`src/design/apsp_pkg.sv`:
```
// Shared types and constants for the all-pairs shortest path block.
// Used by the controller, datapath, output queue and top level.
// No dependencies.
package apsp_pkg;

  localparam int REQ_W       = 2;
  localparam int IDX_W       = 6;
  localparam int WEIGHT_W    = 32;
  localparam int SIZE_W      = 7;
  localparam int RES_W       = WEIGHT_W + 1;
  localparam int IN_TDATA_W  = 48;
  localparam int OUT_TDATA_W = 40;

  // in_tdata field positions
  localparam int ROW_LSB    = REQ_W;
  localparam int COL_LSB    = ROW_LSB + IDX_W;
  localparam int WEIGHT_LSB = COL_LSB + IDX_W;

  localparam logic [SIZE_W-1:0] SIZE_RESET = 7'd64;

  typedef enum logic [REQ_W-1:0] {
    REQ_WRITE = 2'd0,
    REQ_RUN   = 2'd1,
    REQ_READ  = 2'd2
  } req_type_t;

  // controller to datapath
  typedef struct packed {
    logic req_wr;     // store request weight
    logic req_rd;     // issue read at request address
    logic cnt_clr;    // k = 0, i = 0
    logic via_rd;     // read a(i,k)
    logic via_ld;     // latch a(i,k), j = 0
    logic sweep;      // read a(i,j), a(k,j), advance j
    logic row_next;   // advance i, wrapping into k
    logic push_zero;  // result: value 0, no error
    logic push_err;   // result: value 0, index error
    logic push_rd;    // result: value from read port
  } dp_cmd_t;

  // datapath to controller
  typedef struct packed {
    logic req_err;
    logic n_zero;
    logic j_last;
    logic i_last;
    logic k_last;
  } dp_sts_t;

  typedef struct packed {
    logic                index_error;
    logic [WEIGHT_W-1:0] read_value;
  } result_t;

endpackage

```
`src/design/apsp_ctrl.sv`:
```
// Controller: request decode and the k/i/j sequencing of a closure run.
// Commands apsp_dp through dp_cmd_t; uses apsp_pkg.
module apsp_ctrl
  import apsp_pkg::*;
(
  input  logic      clk,
  input  logic      rst_n,
  input  logic      in_tvalid,
  input  req_type_t req_type,
  input  logic      q_full,
  input  dp_sts_t   sts,
  output logic      in_tready,
  output dp_cmd_t   cmd
);

  typedef enum logic [2:0] {
    S_IDLE,
    S_RD_WAIT,
    S_VIA_RD,
    S_VIA_LD,
    S_SWEEP,
    S_DRAIN
  } state_t;

  state_t state_r, state_nxt;
  logic   accept;

  assign in_tready = (state_r == S_IDLE) && !q_full;
  assign accept    = in_tvalid && in_tready;

  always_comb begin
    state_nxt = state_r;
    cmd       = '0;
    unique case (state_r)
      S_IDLE: begin
        if (accept) begin
          case (req_type)
            REQ_WRITE: begin
              cmd.req_wr    = !sts.req_err;
              cmd.push_err  = sts.req_err;
              cmd.push_zero = !sts.req_err;
            end
            REQ_READ: begin
              if (sts.req_err) begin
                cmd.push_err = 1'b1;
              end else begin
                cmd.req_rd = 1'b1;
                state_nxt  = S_RD_WAIT;
              end
            end
            REQ_RUN: begin
              if (sts.n_zero) begin
                cmd.push_zero = 1'b1;
              end else begin
                cmd.cnt_clr = 1'b1;
                state_nxt   = S_VIA_RD;
              end
            end
            default: begin
              cmd.push_zero = 1'b1;
            end
          endcase
        end
      end
      S_RD_WAIT: begin
        cmd.push_rd = 1'b1;
        state_nxt   = S_IDLE;
      end
      S_VIA_RD: begin
        cmd.via_rd = 1'b1;
        state_nxt  = S_VIA_LD;
      end
      S_VIA_LD: begin
        cmd.via_ld = 1'b1;
        state_nxt  = S_SWEEP;
      end
      S_SWEEP: begin
        cmd.sweep = 1'b1;
        if (sts.j_last) begin
          state_nxt = S_DRAIN;
        end
      end
      S_DRAIN: begin
        // last write of the row lands here; next row reads after it
        if (sts.i_last && sts.k_last) begin
          cmd.push_zero = 1'b1;
          state_nxt     = S_IDLE;
        end else begin
          cmd.row_next = 1'b1;
          state_nxt    = S_VIA_RD;
        end
      end
      default: begin
        state_nxt = S_IDLE;
      end
    endcase
  end

  always_ff @(posedge clk) begin
    if (!rst_n) begin
      state_r <= S_IDLE;
    end else begin
      state_r <= state_nxt;
    end
  end

endmodule

```
`config.mk`:
```
export PLATFORM = sky130hd
export DESIGN_NAME = apsp_ctrl
export DESIGN_NICKNAME = d
export VERILOG_FILES = /design/src/design/apsp_pkg.sv /design/src/design/apsp_ctrl.sv
export SDC_FILE = /design/constraint.sdc
export NUM_CORES = 1
export LEC_CHECK = 0
export ABC_AREA = 1
export BUFFER_PORTS_ARGS = -buffer_cell sky130_fd_sc_hd__clkbuf_2
export CAP_MARGIN = 20
export CORE_AREA = 2 2 39 41
export CTS_CLUSTER_DIAMETER = 200
export DETAILED_ROUTE_END_ITERATION = 16
export DIE_AREA = 0 0 41 43
export GPL_ROUTABILITY_DRIVEN = 1
export PLACE_DENSITY = 0.51
export SYNTH_ARGS = -nofsm -noshare
export SYNTH_HDL_FRONTEND = slang
export SYNTH_SLANG_ARGS = --single-unit
```
`constraint.sdc`:
```
create_clock -name clk -period 1.9 [get_ports clk]
set_clock_uncertainty 0.15 [all_clocks]
set_input_delay 0.095 -clock clk [delete_from_list [all_inputs] [get_ports clk]]
set_output_delay 0.095 -clock clk [all_outputs]
set_load 0.1 [all_outputs]
```
# Word level (Yosys, flattened, before mapping)
# Index checks and enable logic that the tools add are counted.
[word_totals]
memories = 0
latch_bits = 0
out_inout_bits = 11
mem_bits_ro = 0
mem_bits_rw = 0
register_bits = 3
inputBits = 11
elab_cells = 49
[classes]
eq_ne = 12
add_sub_neg = 0
order_cmp = 0
mul = 0
n_shift = 0
bitwise = 0
n_div = 0
muxes = 28
n_reduce_logical = 8
[ops]
columns = ["op", "n"]
rows = [
  ["$mux W3", 6],
  ["$mux W1", 15],
  ["$pmux W3 S5", 1],
  ["$eq A3 B2 Y1 const B", 2],
  ["$eq A3 B3 Y1 const B", 2],
  ["$ne A3 B3 Y1 const B", 2],
  ["$pmux W3 S2", 1],
  ["$reduce_and A5 Y1", 1],
  ["$mux W2", 2],
  ["$ne A2 B2 Y1 const B", 2],
  ["$pmux W1 S2", 2],
  ["$eq A3 B1 Y1 const B", 1],
  ["$logic_and A1 B1 Y1", 3],
  ["$logic_not A3 Y1", 1],
  ["$ne A3 B1 Y1 const B", 1],
  ["$pmux W1 S3", 1],
  ["$eq A2 B1 Y1 const B", 1],
  ["$eq A2 B2 Y1 const B", 1],
  ["$logic_not A1 Y1", 2],
  ["$logic_not A2 Y1", 1],
]

# Longest topological paths before layout
[depth]
word_depth = 5
depth_mapped = 6
mapped_depth_nobuf = 6

# Worst setup path after synthesis
# No wires, ideal clock.
[synth_path]
kind = "reg2reg"
start = "register state_r[2]"
end = "register state_r[0]"
arrival_ns = 2.062
setup_ns = 0.120
period_less_slack_ns = 2.332
path_stages_with_launch = 6
setup_slack_ns = -0.432
required_time_ns = 1.630
n_path_buf = 0
cell_sequence = "dfxtp_1 -> inv_2 -> nor3_2 -> nand2_1 -> nand3_2 -> nor3_2"
[synth_via]
elab_chain_cells = 5
elab_cells_between_ends = 14
classes_between = "9 x eq/ne; 1 x mux; 4 x reduce/logical"
[synth_rtl]
columns = ["element", "line_no", "rtl"]
rows = [
  ["start, declared", "apsp_ctrl.sv:25", "state_t state_r, state_nxt;"],
  ["start signal, assigned", "apsp_ctrl.sv:103", "state_r <= state_nxt;"],
  ["$logic_not A3 Y1", "apsp_ctrl.sv:28, apsp_ctrl.sv:34", ""],
  ["$logic_and A1 B1 Y1", "apsp_ctrl.sv:28", "assign in_tready = (state_r == S_IDLE) && !q_full;"],
  ["$logic_and A1 B1 Y1", "apsp_ctrl.sv:29", "assign accept = in_tvalid && in_tready;"],
  ["$ne A2 B2 Y1 (no source line)", "--", ""],
  ["$reduce_and A5 Y1 (no source line)", "--", ""],
]
# Parallel ways exist; a longest one is shown, timed or not.
# A chain may end at the register's enable or synchronous reset.

==> impl_metrics.tcl <==
set metrics [dict create \
    status "finished, final reports clean" \
    dieArea_um2 1760 \
    whs_ns 0.0692 \
    fmax_ghz 0.580 \
    crit_arrival_ns 1.48 \
    min_path_type "in2reg" \
    largest_reg_flops 3 \
    antenna_left 0 \
    ctsHtreeMaxLevel 1 \
    diodes 0 \
    topRoutingLayerUsed "met4" \
    power_density_nw_per_um2 476 \
    antenna_found_initial 0 \
    num_vias 402 \
    grt_pass1_wl_um 1370 \
    relSlewSlack_pct 64.1 \
    start_util_pct 23.1 \
    cp_num_buf_inv 2 \
    wl_met3_um 73 \
    max_stage_delay_ns 0.38 \
    critPathRequiredTime_ns 1.65 \
    met1_length_um 324 \
    syn_nets 64 \
    overflow 0 \
    syn_avg_cell_area_um2 6.02 \
    clock_sinks 3 \
    row_count 14 \
    wl_um 827 \
    peakVddDrop_mv 0.201 \
    syn_inst 53 \
    drive_above_1_share_pct 51.9 \
    start_kind "flip-flop" \
    die_w_um 41 \
    grt_pass1_vias 385 \
    max_slew.worst_pin.slew_ns 0.541 \
    crit_slowest_cell "dfxtp_1" \
    root_buffer "clkbuf_4" \
    grt_usage_pct 11.3 \
    ys_seq_area_share_pct 18.8 \
    gp_congestion 0.699 \
    ys_types 17 \
    grt_start_max_net_pins 7 \
    ctsHoldBuffers 1 \
    critPathKind "reg2out" \
    dp_hpwl_um 716 \
    finalNetCount 91 \
    cts_setup_buffers 0 \
    power.leakage_nw 0.290 \
    clk_pin_slew_ns 0.03 \
    setup_viol 0 \
    end_kind "output pin" \
    worstPathCellList "inv_2, nand2_2, nor3_4, nand2_1, nor2_1, buf_12" \
    avgViaCountPerCell 4.23 \
    drv_cap 0 \
    clockBufferDepth 2 \
    path_delay_family "simple AND/OR/NAND/NOR gates" \
    hold_viol 0 \
    final_area_um2 573 \
    wl_met2_um 419 \
    cts_buffers 3 \
    area_growth_pct 79.6 \
    die_h_um 43 \
    drt_first_pass_iters 2 \
    top_regs "state_r (3)" \
    slew_viol_final 0 \
    drc 0 \
    io_pins 22 \
    cts_tree "yes" \
    drt_iter0_markers 2 \
    post_dp_cell_area_um2 537 \
    largest-register "state_r" \
    wire_per_inst_um 8.71 \
    yosys_register_bits 3 \
    rsz0062_at_grt "no" \
    clk_latency_ns 0.23 \
    cp_max_fo 6 \
    ys.warnings.count 0 \
    final.period_utilization_pct 90.8 \
    post_cts_resized 0 \
    synth_area_um2 319 \
    coreArea_um2 1380 \
    port_buffers 21 \
    fin_crit_ns 1.72 \
]
## cell usage after synthesis
master	number	area share, %
nor2_1	11	13
inv_1	8	9.4
nand2_1	7	8.2
nand3_1	5	7.8
inv_2	4	4.7
nor3_2	4	13
dfxtp_1	3	19
nand2_2	2	3.9
a21oi_1	1	1.6
nand3_2	1	3.1
nand3b_1	1	2.4
nand4_1	1	2.0
nor2_2	1	2.0
nor3_4	1	5.1
o211ai_1	1	2.4
o21ai_0	1	1.6
o21ai_1	1	1.6
## cell families after synthesis
group / synth area share (%)
and+or+nand+nor: 60.0
buffers and inverters: 14.1
DFF: 18.8
AOI/OAI and AO/OA: 7.06
## worst min-delay path: cells and delay by family
| kind | cells | cell delay, ns |
|---|---|---|
| AND/OR/NAND/NOR | 3 | 0.18 |
| buffers and inverters | 2 | 0.12 |
## cell usage in the layout, fill, tap and decap left out
cell type	count
a21oi_1	1
buf_12	5
clkbuf_1	1
clkbuf_2	16
clkbuf_4	3
dfxtp_1	3
dlygate4sd3_1	1
inv_1	8
inv_2	4
nand2_1	7
nand2_2	2
nand3_1	5
nand3_2	1
nand3b_1	1
nand4_1	1
nor2_1	8
nor2_2	4
nor3_2	3
nor3_4	2
o211ai_1	1
o21ai_0	1
o21ai_2	1
## cell type report
type,instances,area (um2)
well taps,16,20.0
inverters,12,45.0
multi-input cells,38,231
repair buffers,22,190
flip-flops and latches,3,60.1
clock buffers,4,26.3
fillers,141,811
## metal layers
| layer | global-route usage (%) | vias to the layer above |
|---|---|---|
| li1 | - | 219 |
| met1 | 12.2 | 166 |
| met2 | 18.1 | 15 |
| met3 | 3.14 | 2 |
| met4 | 7.33 | 0 |
| met5 | 0 | - |
## final timing paths
path | end | startpoint | slack, ns | cells after the start
max reg2reg | state_r[1]$_SDFFE_PN0P_ | state_r[0]$_SDFFE_PN0P_ | 0.67 | 5
min | state_r[1]$_SDFFE_PN0P_ | sts[2] | 0.07 | 5
max | cmd[1] | state_r[0]$_SDFFE_PN0P_ | 0.18 | 6
min reg2reg | state_r[2]$_SDFFE_PN0P_ | state_r[1]$_SDFFE_PN0P_ | 0.55 | 4
## metrics by stage
stage                     setup TNS (ns)  setup slack (ns)  power (mW)  std cells  util, %
final                                  0             0.176       0.273         95     41.4
after CTS                              0             0.153       0.275         95     41.4
after global placement                 0             0.415       0.160         90     38.8
after global routing                   0            0.0506       0.290         95     41.4
after detailed placement               0             0.401       0.160         90     38.8
after floorplan                    -1.36            -0.418       0.129         53        -
## where the power goes
group / internal, mW / switching, mW
Clock: 0.0788 / 0.0346
Sequential: 0.0640 / 0.00145
Combinational: 0.0308 / 0.0633
Total: 0.174 / 0.0994
Power figures use the tool's default switching activity.
