$ cat src/design/apsp_pkg.sv
// Shared types and constants for the all-pairs shortest path block.
// Used by the controller, datapath, output queue and top level.
// No dependencies.
package apsp_pkg;

  localparam int REQ_W       = 2;
  localparam int IDX_W       = 6;
  localparam int WEIGHT_W    = 32;
  localparam int SIZE_W      = 7;
  localparam int RES_W       = WEIGHT_W + 1;
  localparam int IN_TDATA_W  = 48;
  localparam int OUT_TDATA_W = 40;

  // in_tdata field positions
  localparam int ROW_LSB    = REQ_W;
  localparam int COL_LSB    = ROW_LSB + IDX_W;
  localparam int WEIGHT_LSB = COL_LSB + IDX_W;

  localparam logic [SIZE_W-1:0] SIZE_RESET = 7'd64;

  typedef enum logic [REQ_W-1:0] {
    REQ_WRITE = 2'd0,
    REQ_RUN   = 2'd1,
    REQ_READ  = 2'd2
  } req_type_t;

  // controller to datapath
  typedef struct packed {
    logic req_wr;     // store request weight
    logic req_rd;     // issue read at request address
    logic cnt_clr;    // k = 0, i = 0
    logic via_rd;     // read a(i,k)
    logic via_ld;     // latch a(i,k), j = 0
    logic sweep;      // read a(i,j), a(k,j), advance j
    logic row_next;   // advance i, wrapping into k
    logic push_zero;  // result: value 0, no error
    logic push_err;   // result: value 0, index error
    logic push_rd;    // result: value from read port
  } dp_cmd_t;

  // datapath to controller
  typedef struct packed {
    logic req_err;
    logic n_zero;
    logic j_last;
    logic i_last;
    logic k_last;
  } dp_sts_t;

  typedef struct packed {
    logic                index_error;
    logic [WEIGHT_W-1:0] read_value;
  } result_t;

endpackage

$ cat src/design/apsp_outq.sv
// Two-entry result queue between the datapath and the output channel.
// Depends on apsp_pkg for the result type.
module apsp_outq
  import apsp_pkg::*;
(
  input  logic    clk,
  input  logic    rst_n,
  input  logic    push,
  input  result_t push_data,
  output logic    full,
  output logic    out_valid,
  input  logic    out_ready,
  output result_t out_data
);

  logic [1:0] count_r, count_nxt;
  result_t    head_r, tail_r;
  logic       pop;

  assign pop       = out_valid && out_ready;
  assign out_valid = (count_r != 2'd0);
  assign out_data  = head_r;
  assign full      = (count_r == 2'd2);

  always_comb begin
    count_nxt = count_r;
    if (push && !pop) begin
      count_nxt = count_r + 2'd1;
    end else if (pop && !push) begin
      count_nxt = count_r - 2'd1;
    end
  end

  always_ff @(posedge clk) begin
    if (!rst_n) begin
      count_r <= 2'd0;
    end else begin
      count_r <= count_nxt;
    end
  end

  always_ff @(posedge clk) begin
    case (count_r)
      2'd0: begin
        if (push) begin
          head_r <= push_data;
        end
      end
      2'd1: begin
        if (push && pop) begin
          head_r <= push_data;
        end else if (push) begin
          tail_r <= push_data;
        end
      end
      default: begin
        if (pop) begin
          head_r <= tail_r;
          if (push) begin
            tail_r <= push_data;
          end
        end
      end
    endcase
  end

endmodule

$ cat config.mk
export PLATFORM = sky130hd
export DESIGN_NAME = apsp_outq
export DESIGN_NICKNAME = d
export VERILOG_FILES = /design/src/design/apsp_pkg.sv /design/src/design/apsp_outq.sv
export SDC_FILE = /design/constraint.sdc
export NUM_CORES = 1
export LEC_CHECK = 0
export BUFFER_PORTS_ARGS = -buffer_cell sky130_fd_sc_hd__buf_2
export CAP_MARGIN = 25
export CORE_MARGIN = 4
export CORE_UTILIZATION = 55
export CTS_CLUSTER_DIAMETER = 100
export DETAILED_ROUTE_END_ITERATION = 12
export PLACE_DENSITY_LB_ADDON = 0.05
export REMOVE_ABC_BUFFERS = 1
export SLEW_MARGIN = 15
export SYNTH_ARGS = -nofsm -noshare
export SYNTH_HDL_FRONTEND = slang
export SYNTH_SLANG_ARGS = --single-unit
$ cat constraint.sdc
create_clock -name clk -period 8.9 [get_ports clk]
set_input_delay 0.89 -clock clk [delete_from_list [all_inputs] [get_ports clk]]
set_output_delay 0.89 -clock clk [all_outputs]
set_load 0.02 [all_outputs]
# Word-level counts from Yosys, hierarchy flattened
# Index checks and enable logic that the tools add are counted.
# op_classes
n_addsub	2
n_eq_ne	5
mux	10
bitwise	1
reduce_logical	13
# op_table
operator	count
$mux W33	6
$pmux W33 S2	2
$ne A2 B2 Y1 const B	3
$reduce_and A3 Y1	2
$reduce_bool A2 Y1	3
$logic_and A1 B1 Y1	4
$mux W2	2
$reduce_bool A3 Y1	1
$add A2 B1 Y2 const B	1
$eq A2 B1 Y1 const B	1
$eq A2 B2 Y1 const B	1
$logic_not A1 Y1	2
$logic_not A2 Y1	1
$sub A2 B1 Y2 const B	1
$not A1 Y1	1
# word_totals
register_bits	68
inputBits	37
output_inout_bits	35
elab_cells	36

# Depth between registers and ports, before layout
# Gate-level depths: netlist of run 1.
# depth
word_depth	5
mapped_depth	7
depth_no_buf	7

# Worst setup path after synthesis of run 1
# No wires, ideal clock.
# synth_timing
path_type	input-to-reg
start	in out_ready
end	reg head_r, in the netlist out_data[0], enable pin
setup_ns	0.478
arrival_ns	3.797
required_ns	8.422
slack_ns	4.625
stages	4
path_buffers	0
cell_sequence	and2b_1 > ha_1 > inv_1 > a221oi_1
# synth_between
elab_chain_cells	4
word_cells_on_any_way	5
classes_between	eq/ne (1); reduce/logical (4)
# synth_lines
element	line	text
from (decl)	apsp_outq.sv:12	input logic out_ready,
$logic_and A1 B1 Y1 *	apsp_outq.sv:20	assign pop = out_valid && out_ready;
$logic_and A1 B1 Y1	apsp_outq.sv:50	if (push && pop) begin
$ne A2 B2 Y1 (no source line)	--	
$reduce_and A3 Y1 (no source line) *	--	
to (signal assigned)	apsp_outq.sv:46	head_r <= push_data;
to (signal assigned)	apsp_outq.sv:51	head_r <= push_data;
to (signal assigned)	apsp_outq.sv:58	head_r <= tail_r;
to (decl)	apsp_outq.sv:17	result_t head_r, tail_r;
# Every way passes the cells marked *; elsewhere a longest branch is shown, timed or not.
# A chain may end at the register's enable or synchronous reset.

# Final worst setup path of run 1
# layout_timing
start	reg count_r[0]
end	reg head_r, in the netlist out_data[9], enable pin
# layout_between
elab_chain_cells	5
word_cells_on_any_way	9
classes_between	eq/ne (3); reduce/logical (6)
# layout_lines
element	line	text
from (decl)	apsp_outq.sv:16	logic [1:0] count_r, count_nxt;
from (signal assigned)	apsp_outq.sv:38	count_r <= count_nxt;
$reduce_bool A2 Y1	apsp_outq.sv:21	assign out_valid = (count_r != 2'd0);
$logic_and A1 B1 Y1	apsp_outq.sv:20	
$logic_and A1 B1 Y1	apsp_outq.sv:50	
$ne A2 B2 Y1 (no source line)	--	
$reduce_and A3 Y1 (no source line) *	--	
# Marks and branches as above.

==> impl_metrics.json, run 1 <==
{
  "antenna_left": 0,
  "worstMarginPinSlew_ns": 0.592,
  "grt_pass1_wl_um": 7080,
  "final_hold_viol_count": 0,
  "cts-root-buf": "clkbuf_8",
  "syn_inst": 127,
  "syn2layout_area_growth_pct": 23.2,
  "htree_num_levels": 3,
  "cts_num_sinks": 68,
  "yosysMostFrequentCell": "edfxtp_1",
  "status": "finished clean",
  "drive_gt1_share_pct": 56.8,
  "ys_ff_latch": 68,
  "drcViolationCount": 0,
  "synth_area_leaders": "edfxtp_1, mux2_4, ha_1",
  "synth_warnings": 0,
  "rows": 25,
  "n_antenna_cell": 0,
  "clock_skew_ns": 0.00818,
  "placed_cells": 265,
  "end_kind": "flop",
  "coreArea_um2": 4750,
  "critPathMaxFanout": 33,
  "clk_pin_slew_ns": 0.07,
  "relSlewSlack_pct": 60.5,
  "die_w_um": 78.4,
  "nets": 251,
  "hpwl_um": 3100,
  "ctsHoldBuffers": 0,
  "pre_cts_slack_ns": 6.35,
  "place_congestion": 0.659,
  "criticalPathCategory": "reg2reg",
  "ys_types": 19,
  "clk_latency_ns": 0.33,
  "synth_top_area_share_pct": 72.8,
  "cp-start-kind": "flop",
  "fmax_ghz": 0.422,
  "wl_um": 4450,
  "avgSynthCellArea_um2": 21.4,
  "clockBufferDepth": 2,
  "cts_tree": "built",
  "grt.overflow.total": 0,
  "setup_viol": 0,
  "fin_crit_sh_pct": 26.6,
  "final_cells": 280,
  "power_density_nw_per_um2": 399,
  "leakage_uw": 0.00135,
  "final_max_slew_viol_count": 0,
  "die_h_um": 78.4,
  "vias": 1394,
  "die_area_um2": 6140,
  "pin_count": 72,
  "wl_per_cell_um": 15.9,
  "async_reset_ff_share_pct": 0,
  "dr.pass1.iters": 4,
  "syn_area_um2": 2720,
  "track_usage_pct": 15.6,
  "fin_ws_ns": 6.53,
  "crit_required_ns": 8.88,
  "portBuffers": 71,
  "synthTopCellsByCount": "edfxtp_1, mux2_4, inv_1",
  "antenna_found_initial": 0,
  "worstHoldPathType": "reg2reg",
  "num-fill-cells": 340,
  "initial_core_util_pct": 57.3,
  "cts_resized": 0,
  "cpPeakStageDelay_ns": 0.43,
  "peakVddDrop_v": 0.000290,
  "synth_top_cell_by_area": "edfxtp_1",
  "setup_tns_ns": 0,
  "grt_max_degree": 34,
  "rsz0062_at_grt": "false",
  "grt_pass1_vias": 1525,
  "routed_via_density": 4.98,
  "synth-edff-count": 66,
  "synth_ff_type": "edfxtp_1",
  "drt-initial-drc-count": 84,
  "arrival_ns": 2.35,
  "postCtsSetupBuffers": 0,
  "maxCapViolCount": 0,
  "fin_crit_ns": 2.37,
  "slowest_stage": "buf_4",
  "synth-seq-area-share_pct": 74.2,
  "crit_path_cell_trace": "inv_1, ha_1, and2b_1, ha_1, inv_1, a221oi_4, buf_4",
  "cts_buffers": 9
}
==> metal layers <==
| layer | GRT usage (%) | part of all wire [%] | vias up |
|---|---|---|---|
| met5 | 0 | 0 | - |
| met4 | 6.82 | 1.6 | 0 |
| met3 | 5.73 | 7.5 | 7 |
| met2 | 26.9 | 53 | 52 |
| met1 | 17.2 | 38 | 680 |
| li1 | - | - | 655 |
==> flip-flops by register name (all words and copies together), names as in the netlist <==
name,count
count_r,2
tail_r,33
out_data,33
==> placed cells by master, fill, tap and decap left out <==
master,count
inv_1,6
a2111oi_4,1
nand3_1,1
bufinv_16,1
buf_4,3
and2b_1,1
mux2_2,3
xnor2_1,1
ha_1,5
a221oi_4,1
clkinv_1,1
clkbuf_1,3
dfxtp_1,2
mux2i_1,1
nor2_4,1
clkinv_2,1
buf_2,71
nor2b_1,1
mux2_4,30
edfxtp_1,66
and2_1,1
o21ai_0,1
clkbuf_8,9
nand2b_1,1
xor2_1,1
==> worst paths after layout <==
| path | from | end | slack [ns] | cells past startpoint |
|---|---|---|---|---|
| worst max-delay path | count_r[0]$_SDFFE_PN0P_ | out_data[9]$_DFFE_PP_ | 6.53 | 7 |
| worst min-delay path | tail_r[29]$_DFFE_PP_ | out_data[29]$_DFFE_PP_ | 0.54 | 1 |
| worst max register to register | count_r[0]$_SDFFE_PN0P_ | out_data[9]$_DFFE_PP_ | 6.53 | 7 |
| worst min register to register | tail_r[29]$_DFFE_PP_ | out_data[29]$_DFFE_PP_ | 0.54 | 1 |
==> critical path: cells and delay by family (launching register included) <==
family                   cells  cell delay (ns)
buffers and inverters        3             0.60
adder cells (fa/ha/maj)      2             0.52
flip-flops                   1             0.38
AO/OA/AOI/OAI                1             0.28
AND/OR/NAND/NOR              1             0.25
==> cell families (layout without fill, tap and decap cells) <==
family                     Yosys count  after routing  share of synthesized area, %
adders and majority gates            5              5                          2.30
muxes                               34             34                          18.1
xor gates and xnor gates             2              2                         0.643
and+or+nand+nor                      6              6                          1.56
buffers and inverters                9             95                          2.07
DFF                                 68             68                          74.2
AOI/OAI and AO/OA                    3              3                          1.06
==> through the flow <==
stage / area [um^2] / total power (uW) / hold WS [ns] / util [%]
3_5_place_dp: 3180 / 1130 / 0.536 / 66.9
4_1_cts: 3360 / 1360 / 0.547 / 70.6
5_1_grt: 3360 / 1410 / 0.562 / 70.6
6_report: 3360 / 1340 / 0.541 / 70.6
2_1_floorplan: 2690 / 966 / 0.504 / -
3_3_place_gp: 3180 / 1110 / 0.522 / 66.9
==> power by group <==
part	switching, uW	internal (uW)	leakage [uW]
Clock	101	127	0.0000879
Combinational	325	235	0.000630
Sequential	30.9	519	0.000634
==> final cells by class <==
type,instances,area [um^2],area share [%]
Clock buffer,12,135,4.03
Clock inverter,3,38.8,1.16
Inverter,6,22.5,0.671
Multi-Input combinational cell,50,676,20.1
Sequential cell,68,2020,60.3
Tap cell,67,83.8,2.50
Timing Repair Buffer,74,378,11.3
(Power assumes the default switching activity.)
==> run 2: changes to the inputs <==
--- a/config.mk
+++ b/config.mk
@@ -5,10 +5,11 @@
 export SDC_FILE = /design/constraint.sdc
 export NUM_CORES = 1
 export LEC_CHECK = 0
+export ABC_AREA = 1
 export BUFFER_PORTS_ARGS = -buffer_cell sky130_fd_sc_hd__buf_2
 export CAP_MARGIN = 25
 export CORE_MARGIN = 4
-export CORE_UTILIZATION = 55
+export CORE_UTILIZATION = 47
 export CTS_CLUSTER_DIAMETER = 100
 export DETAILED_ROUTE_END_ITERATION = 12
 export PLACE_DENSITY_LB_ADDON = 0.05
==> constraint.sdc (replaced) <==
create_clock -name clk -period 2.06 [get_ports clk]
set_input_delay 0.206 -clock clk [delete_from_list [all_inputs] [get_ports clk]]
set_output_delay 0.206 -clock clk [all_outputs]
set_load 0.02 [all_outputs]
==> run 2 against run 1 <==
Register-to-register slack got worse by 6.3 ns. Final area fell by 0.56%. Global-route usage fell by 0.46 points. Area after synthesis rose by 1.5%. Combinational power rose by 130%. Sequential cell count did not move. Worst setup slack got worse by 6.3 ns. Total power rose to 3.1 times the previous value. Critical path depth rose by 1. Count of clock-buffer cells in the layout fell by 1. Critical endpoint is now out_data[20]$_DFFE_PP_. Highest routed layer unchanged.
==> impl_metrics.json, run 2 <==
{
  "min_path_cells": 1,
  "critPathMaxFanout": 36,
  "cts_buffers": 9,
  "power_switching_uw": 1420,
  "yosysMostFrequentCell": "nand2_1",
  "antenna_left": 0,
  "cts_tree": "built",
  "crit_path_frequent_cell": "inv_1",
  "die_h_um": 84.7,
  "relSlewSlack_pct": 67.7,
  "synth-seq-area-share_pct": 73.2,
  "pin_count": 72,
  "htree_num_levels": 3,
  "fin_ws_ns": 0.196,
  "clock_skew_ns": 0.00605,
  "drcViolationCount": 0,
  "avgSynthCellArea_um2": 12.7,
  "power_density_nw_per_um2": 1240,
  "p_clk_share_pct": 20.7,
  "maxCapViolCount": 0,
  "synth_top_cell_by_area": "edfxtp_1",
  "routed_via_density": 4.93,
  "syn_inst": 217,
  "hpwl_um": 3460,
  "ctsHoldBuffers": 0,
  "die_w_um": 84.7,
  "setup_viol": 0,
  "nets": 336,
  "end_kind": "flop",
  "synth_area_leaders": "edfxtp_1, nand2_1, o21ai_0",
  "final_hold_viol_count": 0,
  "clockBufferDepth": 2,
  "track_usage_pct": 15.1,
  "grt_max_degree": 37,
  "num-fill-cells": 506,
  "grt_pass1_wl_um": 8340,
  "status": "finished clean",
  "vias": 1824,
  "final_max_slew_viol_count": 0,
  "peakVddDrop_v": 0.000816,
  "fin_crit_sh_pct": 90.5,
  "grt_pass1_vias": 1748,
  "drt-initial-drc-count": 177,
  "syn2layout_area_growth_pct": 20.7,
  "drive_gt1_share_pct": 31.9,
  "ys_ff_latch": 68,
  "arrival_ns": 1.88,
  "synth_top_area_share_pct": 71.7,
  "hp-start": "push_data[15]",
  "p_int_uw": 2740,
  "die_area_um2": 7170,
  "antenna_found_initial": 0,
  "synthTopCellsByCount": "nand2_1, edfxtp_1, o21ai_0",
  "cpPeakStageDelay_ns": 0.35,
  "dpl_cell_area_um2": 3190,
  "ys_types": 15,
  "p_seq_share_pct": 48.2,
  "fmax_ghz": 0.536,
  "cp-start-kind": "flop",
  "worstMarginPinSlew_ns": 0.485,
  "place_congestion": 0.811,
  "wl_um": 5140,
  "crit_required_ns": 2.08,
  "layout_common_cells": "nand2_1, buf_2, edfxtp_1, o21ai_0, inv_1",
  "grt.overflow.total": 0,
  "cts-root-buf": "clkbuf_8",
  "wl_per_cell_um": 13.9,
  "dr.pass1.iters": 4,
  "fin_crit_ns": 1.86,
  "clk_pin_slew_ns": 0.07,
  "rsz0062_at_grt": "false",
  "coreArea_um2": 5610,
  "final_area_um2": 3340,
  "worstHoldPathType": "in2reg",
  "criticalPathCategory": "reg2reg",
  "p_total_uw": 4150,
  "async_reset_ff_share_pct": 0,
  "timing.rr.end": "out_data[20]$_DFFE_PP_",
  "cts_num_sinks": 68,
  "r2r_slack_ns": 0.20,
  "leakage_uw": 0.00142,
  "p_sw_share_pct": 34.2,
  "power_frac_comb_pct": 31.1,
  "portBuffers": 71,
  "holdPathEnd": "tail_r[15]$_DFFE_PP_",
  "synth_warnings": 0,
  "rr_worst_depth": 8,
  "syn_area_um2": 2760,
  "synth-edff-count": 66,
  "rows": 27,
  "postCtsSetupBuffers": 0,
  "layout_commonest_cell": "nand2_1",
  "clk_latency_ns": 0.33,
  "rr_startpoint": "count_r[1]$_SDFFE_PN0P_",
  "initial_core_util_pct": 49.3,
  "crit_path_cell_trace": "inv_1, ha_1, buf_4, inv_1, nand3_1, nand2_1, inv_1, buf_12",
  "synth_ff_type": "edfxtp_1",
  "n_antenna_cell": 0,
  "pre_cts_slack_ns": 0.196,
  "cts_resized": 0,
  "slowest_stage": "buf_4"
}
-- run 2: cell count changes after synthesis, moves of 2 or more --
cell | previous run | this run
nand3_1 | 1 | 3
mux2_4 | 30 | 0
clkbuf_2 | 0 | 6
a21oi_1 | 0 | 3
mux2_2 | 3 | 0
nand2_2 | 0 | 5
buf_8 | 0 | 2
o21ai_0 | 1 | 33
inv_1 | 6 | 14
nand2_1 | 0 | 73
-- run 2: how the worst max path moves through the flow --
stage / start / endpoint / slack (ns) / depth (start not counted)
global placement: count_r[1]$_SDFFE_PN0P_ / out_data[10]$_DFFE_PP_ / 0.26 / 8
CTS: count_r[1]$_SDFFE_PN0P_ / out_data[14]$_DFFE_PP_ / 0.18 / 8
finish: count_r[1]$_SDFFE_PN0P_ / out_data[20]$_DFFE_PP_ / 0.20 / 8
floorplan: count_r[1]$_SDFFE_PN0P_ / tail_r[0]$_DFFE_PP_ / -1.62 / 7
detailed placement: count_r[1]$_SDFFE_PN0P_ / out_data[24]$_DFFE_PP_ / 0.20 / 8
global route: count_r[1]$_SDFFE_PN0P_ / out_data[25]$_DFFE_PP_ / 0.03 / 8
-- run 2: routing by layer --
layer / GRT usage, % / routed length, um / vias up / part of all wire [%]
li1: - / - / 899 / -
met1: 18.3 / 2160 / 855 / 42
met2: 24.8 / 2540 / 62 / 49
met3: 4.91 / 370 / 8 / 7.2
met4: 6.47 / 70 / 0 / 1.4
met5: 0 / 0 / - / 0
-- run 2: logic make-up (layout without fill, tap and decap cells) --
kind of cell	count (synthesis)	in the layout	share of synthesized area [%]
compound gates	36	36	6.52
buf+inv	25	106	5.61
simple gates	83	83	12.4
flops	68	68	73.2
fa+ha+maj	5	5	2.26
-- run 2: layout make-up --
type | count | area [um^2] | share of cell area, %
multi-input combinational | 124 | 598 | 17.9
sequential | 68 | 2020 | 60.6
tap | 72 | 90.1 | 2.70
inverter | 14 | 52.6 | 1.57
timing repair buffer | 77 | 425 | 12.7
clock inverter | 4 | 17.5 | 0.525
clock buffer | 11 | 131 | 3.94
-- run 2: critical path: cells and delay by family (launching register included) --
kind,cells,cell delay [ns]
adders and majority gates,1,0.18
buffers and inverters,5,0.88
DFF,1,0.33
and+or+nand+nor,2,0.15
-- run 2: power by group through the flow --
| stage | registers [uW] | clock network [uW] | logic (uW) |
|---|---|---|---|
| 6_report | 2000 | 861 | 1290 |
| 5_1_grt | 2030 | 958 | 1430 |
| 4_1_cts | 2010 | 889 | 1320 |
| 3_5_place_dp | 2040 | 0 | 1320 |
| 3_3_place_gp | 2030 | 0 | 1300 |
| 2_1_floorplan | 2360 | 0 | 487 |
-- run 2: through the flow --
stage | hold WS [ns] | setup TNS, ns | utilization (%) | cells
after floorplan | 0.305 | -73.06 | - | 206
after global placement | 0.397 | 0 | 56.8 | 355
after detailed placement | 0.398 | 0 | 56.8 | 355
after CTS | 0.0493 | 0 | 59.5 | 370
after global routing | 0.0426 | 0 | 59.5 | 370
final | 0.0649 | 0 | 59.5 | 370
==> run 3: changes to the inputs <==
--- a/config.mk
+++ b/config.mk
@@ -12,6 +12,7 @@
 export CORE_UTILIZATION = 47
 export CTS_CLUSTER_DIAMETER = 100
 export DETAILED_ROUTE_END_ITERATION = 12
+export MAX_ROUTING_LAYER = met4
 export PLACE_DENSITY_LB_ADDON = 0.05
 export REMOVE_ABC_BUFFERS = 1
 export SLEW_MARGIN = 15
==> run 3 against run 2 <==
Register-to-register slack barely moved. Total power fell by 0.12%. Largest power group unchanged. Global-route usage rose by 0.46 points. Core utilization did not move. Maximum frequency rose by 0.42%. Critical path type unchanged. Critical path depth fell by 1. Highest routed layer unchanged.
==> impl_metrics.json, run 3 (same netlist as run 2, synthesis figures left out) <==
{
  "status": "finished clean",
  "r2r_slack_ns": 0.20,
  "leakage_uw": 0.00142,
  "worstHoldPathType": "in2reg",
  "rsz0062_at_grt": "false",
  "power_switching_uw": 1410,
  "grt_max_degree": 37,
  "vias": 1815,
  "min_path_cells": 1,
  "routed_via_density": 4.91,
  "dr.pass1.iters": 4,
  "die_h_um": 84.7,
  "clock_skew_ns": 0.00550,
  "htree_num_levels": 3,
  "clk_latency_ns": 0.33,
  "maxCapViolCount": 0,
  "drcViolationCount": 0,
  "final_cells": 370,
  "grt_pass1_vias": 1751,
  "rr_worst_depth": 7,
  "syn2layout_area_growth_pct": 20.7,
  "nets": 336,
  "p_sw_share_pct": 34.1,
  "postCtsSetupBuffers": 0,
  "pin_count": 72,
  "final_area_um2": 3340,
  "place_congestion": 0.823,
  "clockBufferDepth": 2,
  "rows": 27,
  "die_w_um": 84.7,
  "fmax_ghz": 0.539,
  "dpl_cell_area_um2": 3190,
  "p_seq_share_pct": 48.2,
  "wl_um": 5130,
  "cts_tree": "built",
  "initial_core_util_pct": 49.3,
  "hpwl_um": 3460,
  "coreArea_um2": 5610,
  "critPathMaxFanout": 36,
  "peakVddDrop_v": 0.000812,
  "cts_buffers": 9,
  "final_max_slew_viol_count": 0,
  "placed_cells": 355,
  "track_usage_pct": 15.6,
  "layout_commonest_cell": "nand2_1",
  "ctsHoldBuffers": 0,
  "p_clk_share_pct": 20.7,
  "drive_gt1_share_pct": 31.9,
  "end_kind": "flop",
  "n_antenna_cell": 0,
  "fin_crit_sh_pct": 90.1,
  "criticalPathCategory": "reg2reg",
  "antenna_found_initial": 0,
  "final_hold_viol_count": 0,
  "die_area_um2": 7170,
  "worstMarginPinSlew_ns": 0.477,
  "power_frac_comb_pct": 31.0,
  "p_int_uw": 2730,
  "cts_num_sinks": 68,
  "cts-root-buf": "clkbuf_8",
  "crit_required_ns": 2.09,
  "relSlewSlack_pct": 68.2,
  "cp-start-kind": "flop",
  "clk_pin_slew_ns": 0.07,
  "setup_viol": 0,
  "fin_crit_ns": 1.86,
  "drt-initial-drc-count": 166,
  "power_density_nw_per_um2": 1240,
  "cts_resized": 0,
  "p_total_uw": 4150,
  "antenna_left": 0,
  "grt.overflow.total": 0,
  "portBuffers": 71,
  "wl_per_cell_um": 13.9,
  "layout_common_cells": "nand2_1, buf_2, edfxtp_1, o21ai_0, inv_1",
  "grt_pass1_wl_um": 8340,
  "arrival_ns": 1.89
}
==> run 3: cell counts in the layout (fill, tap and decap cells not counted) <==
Identical to the previous run, type by type.
==> run 3: worst paths after layout <==
check,from,to
setup reg to reg,count_r[0]$_SDFFE_PN0P_,tail_r[9]$_DFFE_PP_
hold / removal,push_data[15],tail_r[15]$_DFFE_PP_
setup / recovery,count_r[0]$_SDFFE_PN0P_,tail_r[9]$_DFFE_PP_
hold reg to reg,count_r[0]$_SDFFE_PN0P_,count_r[0]$_SDFFE_PN0P_
==> run 3: power by group through the flow <==
stage          clock [uW]  sequential, uW  combinational, uW
2_1_floorplan           0            2360                487
3_3_place_gp            0            2030               1300
3_5_place_dp            0            2040               1320
4_1_cts               889            2010               1320
5_1_grt               958            2030               1430
6_report              859            2000               1290
==> run 3: stage by stage <==
| stage | util [%] | setup WS [ns] | hold WS [ns] | setup TNS (ns) |
|---|---|---|---|---|
| after floorplan | - | -1.62 | 0.305 | -73.06 |
| after global placement | 56.8 | 0.256 | 0.397 | 0 |
| after detailed placement | 56.8 | 0.196 | 0.398 | 0 |
| after CTS | 59.5 | 0.184 | 0.0493 | 0 |
| after global routing | 59.5 | 0.0294 | 0.0426 | 0 |
| final | 59.5 | 0.204 | 0.0644 | 0 |
==> run 3: layout make-up <==
type,count,area [um^2]
flip-flops and latches,68,2020
repair buffers,77,425
inverters,14,52.6
clock inverters,4,17.5
clock buffers,11,131
multi-input cells,124,598
well taps,72,90.1
fillers,506,2270
==> run 3: worst max-delay path, cell delays in order (launching register included) <==
cell and delay, ns:
dfxtp_1 0.37, inv_1 0.09, ha_1 0.21, buf_4 0.25, inv_1 0.13, nand3_1 0.13
a21oi_4 0.17, buf_12 0.20
==> run 3: layer usage <==
layer  vias to the layer above  wire length [um]  track usage [%]
li1                        898                 -                -
met4                         0                70             6.47
met3                         8               337             4.51
met1                       847              2140             18.5
met2                        62              2580             24.8
met5                         -                 0                -
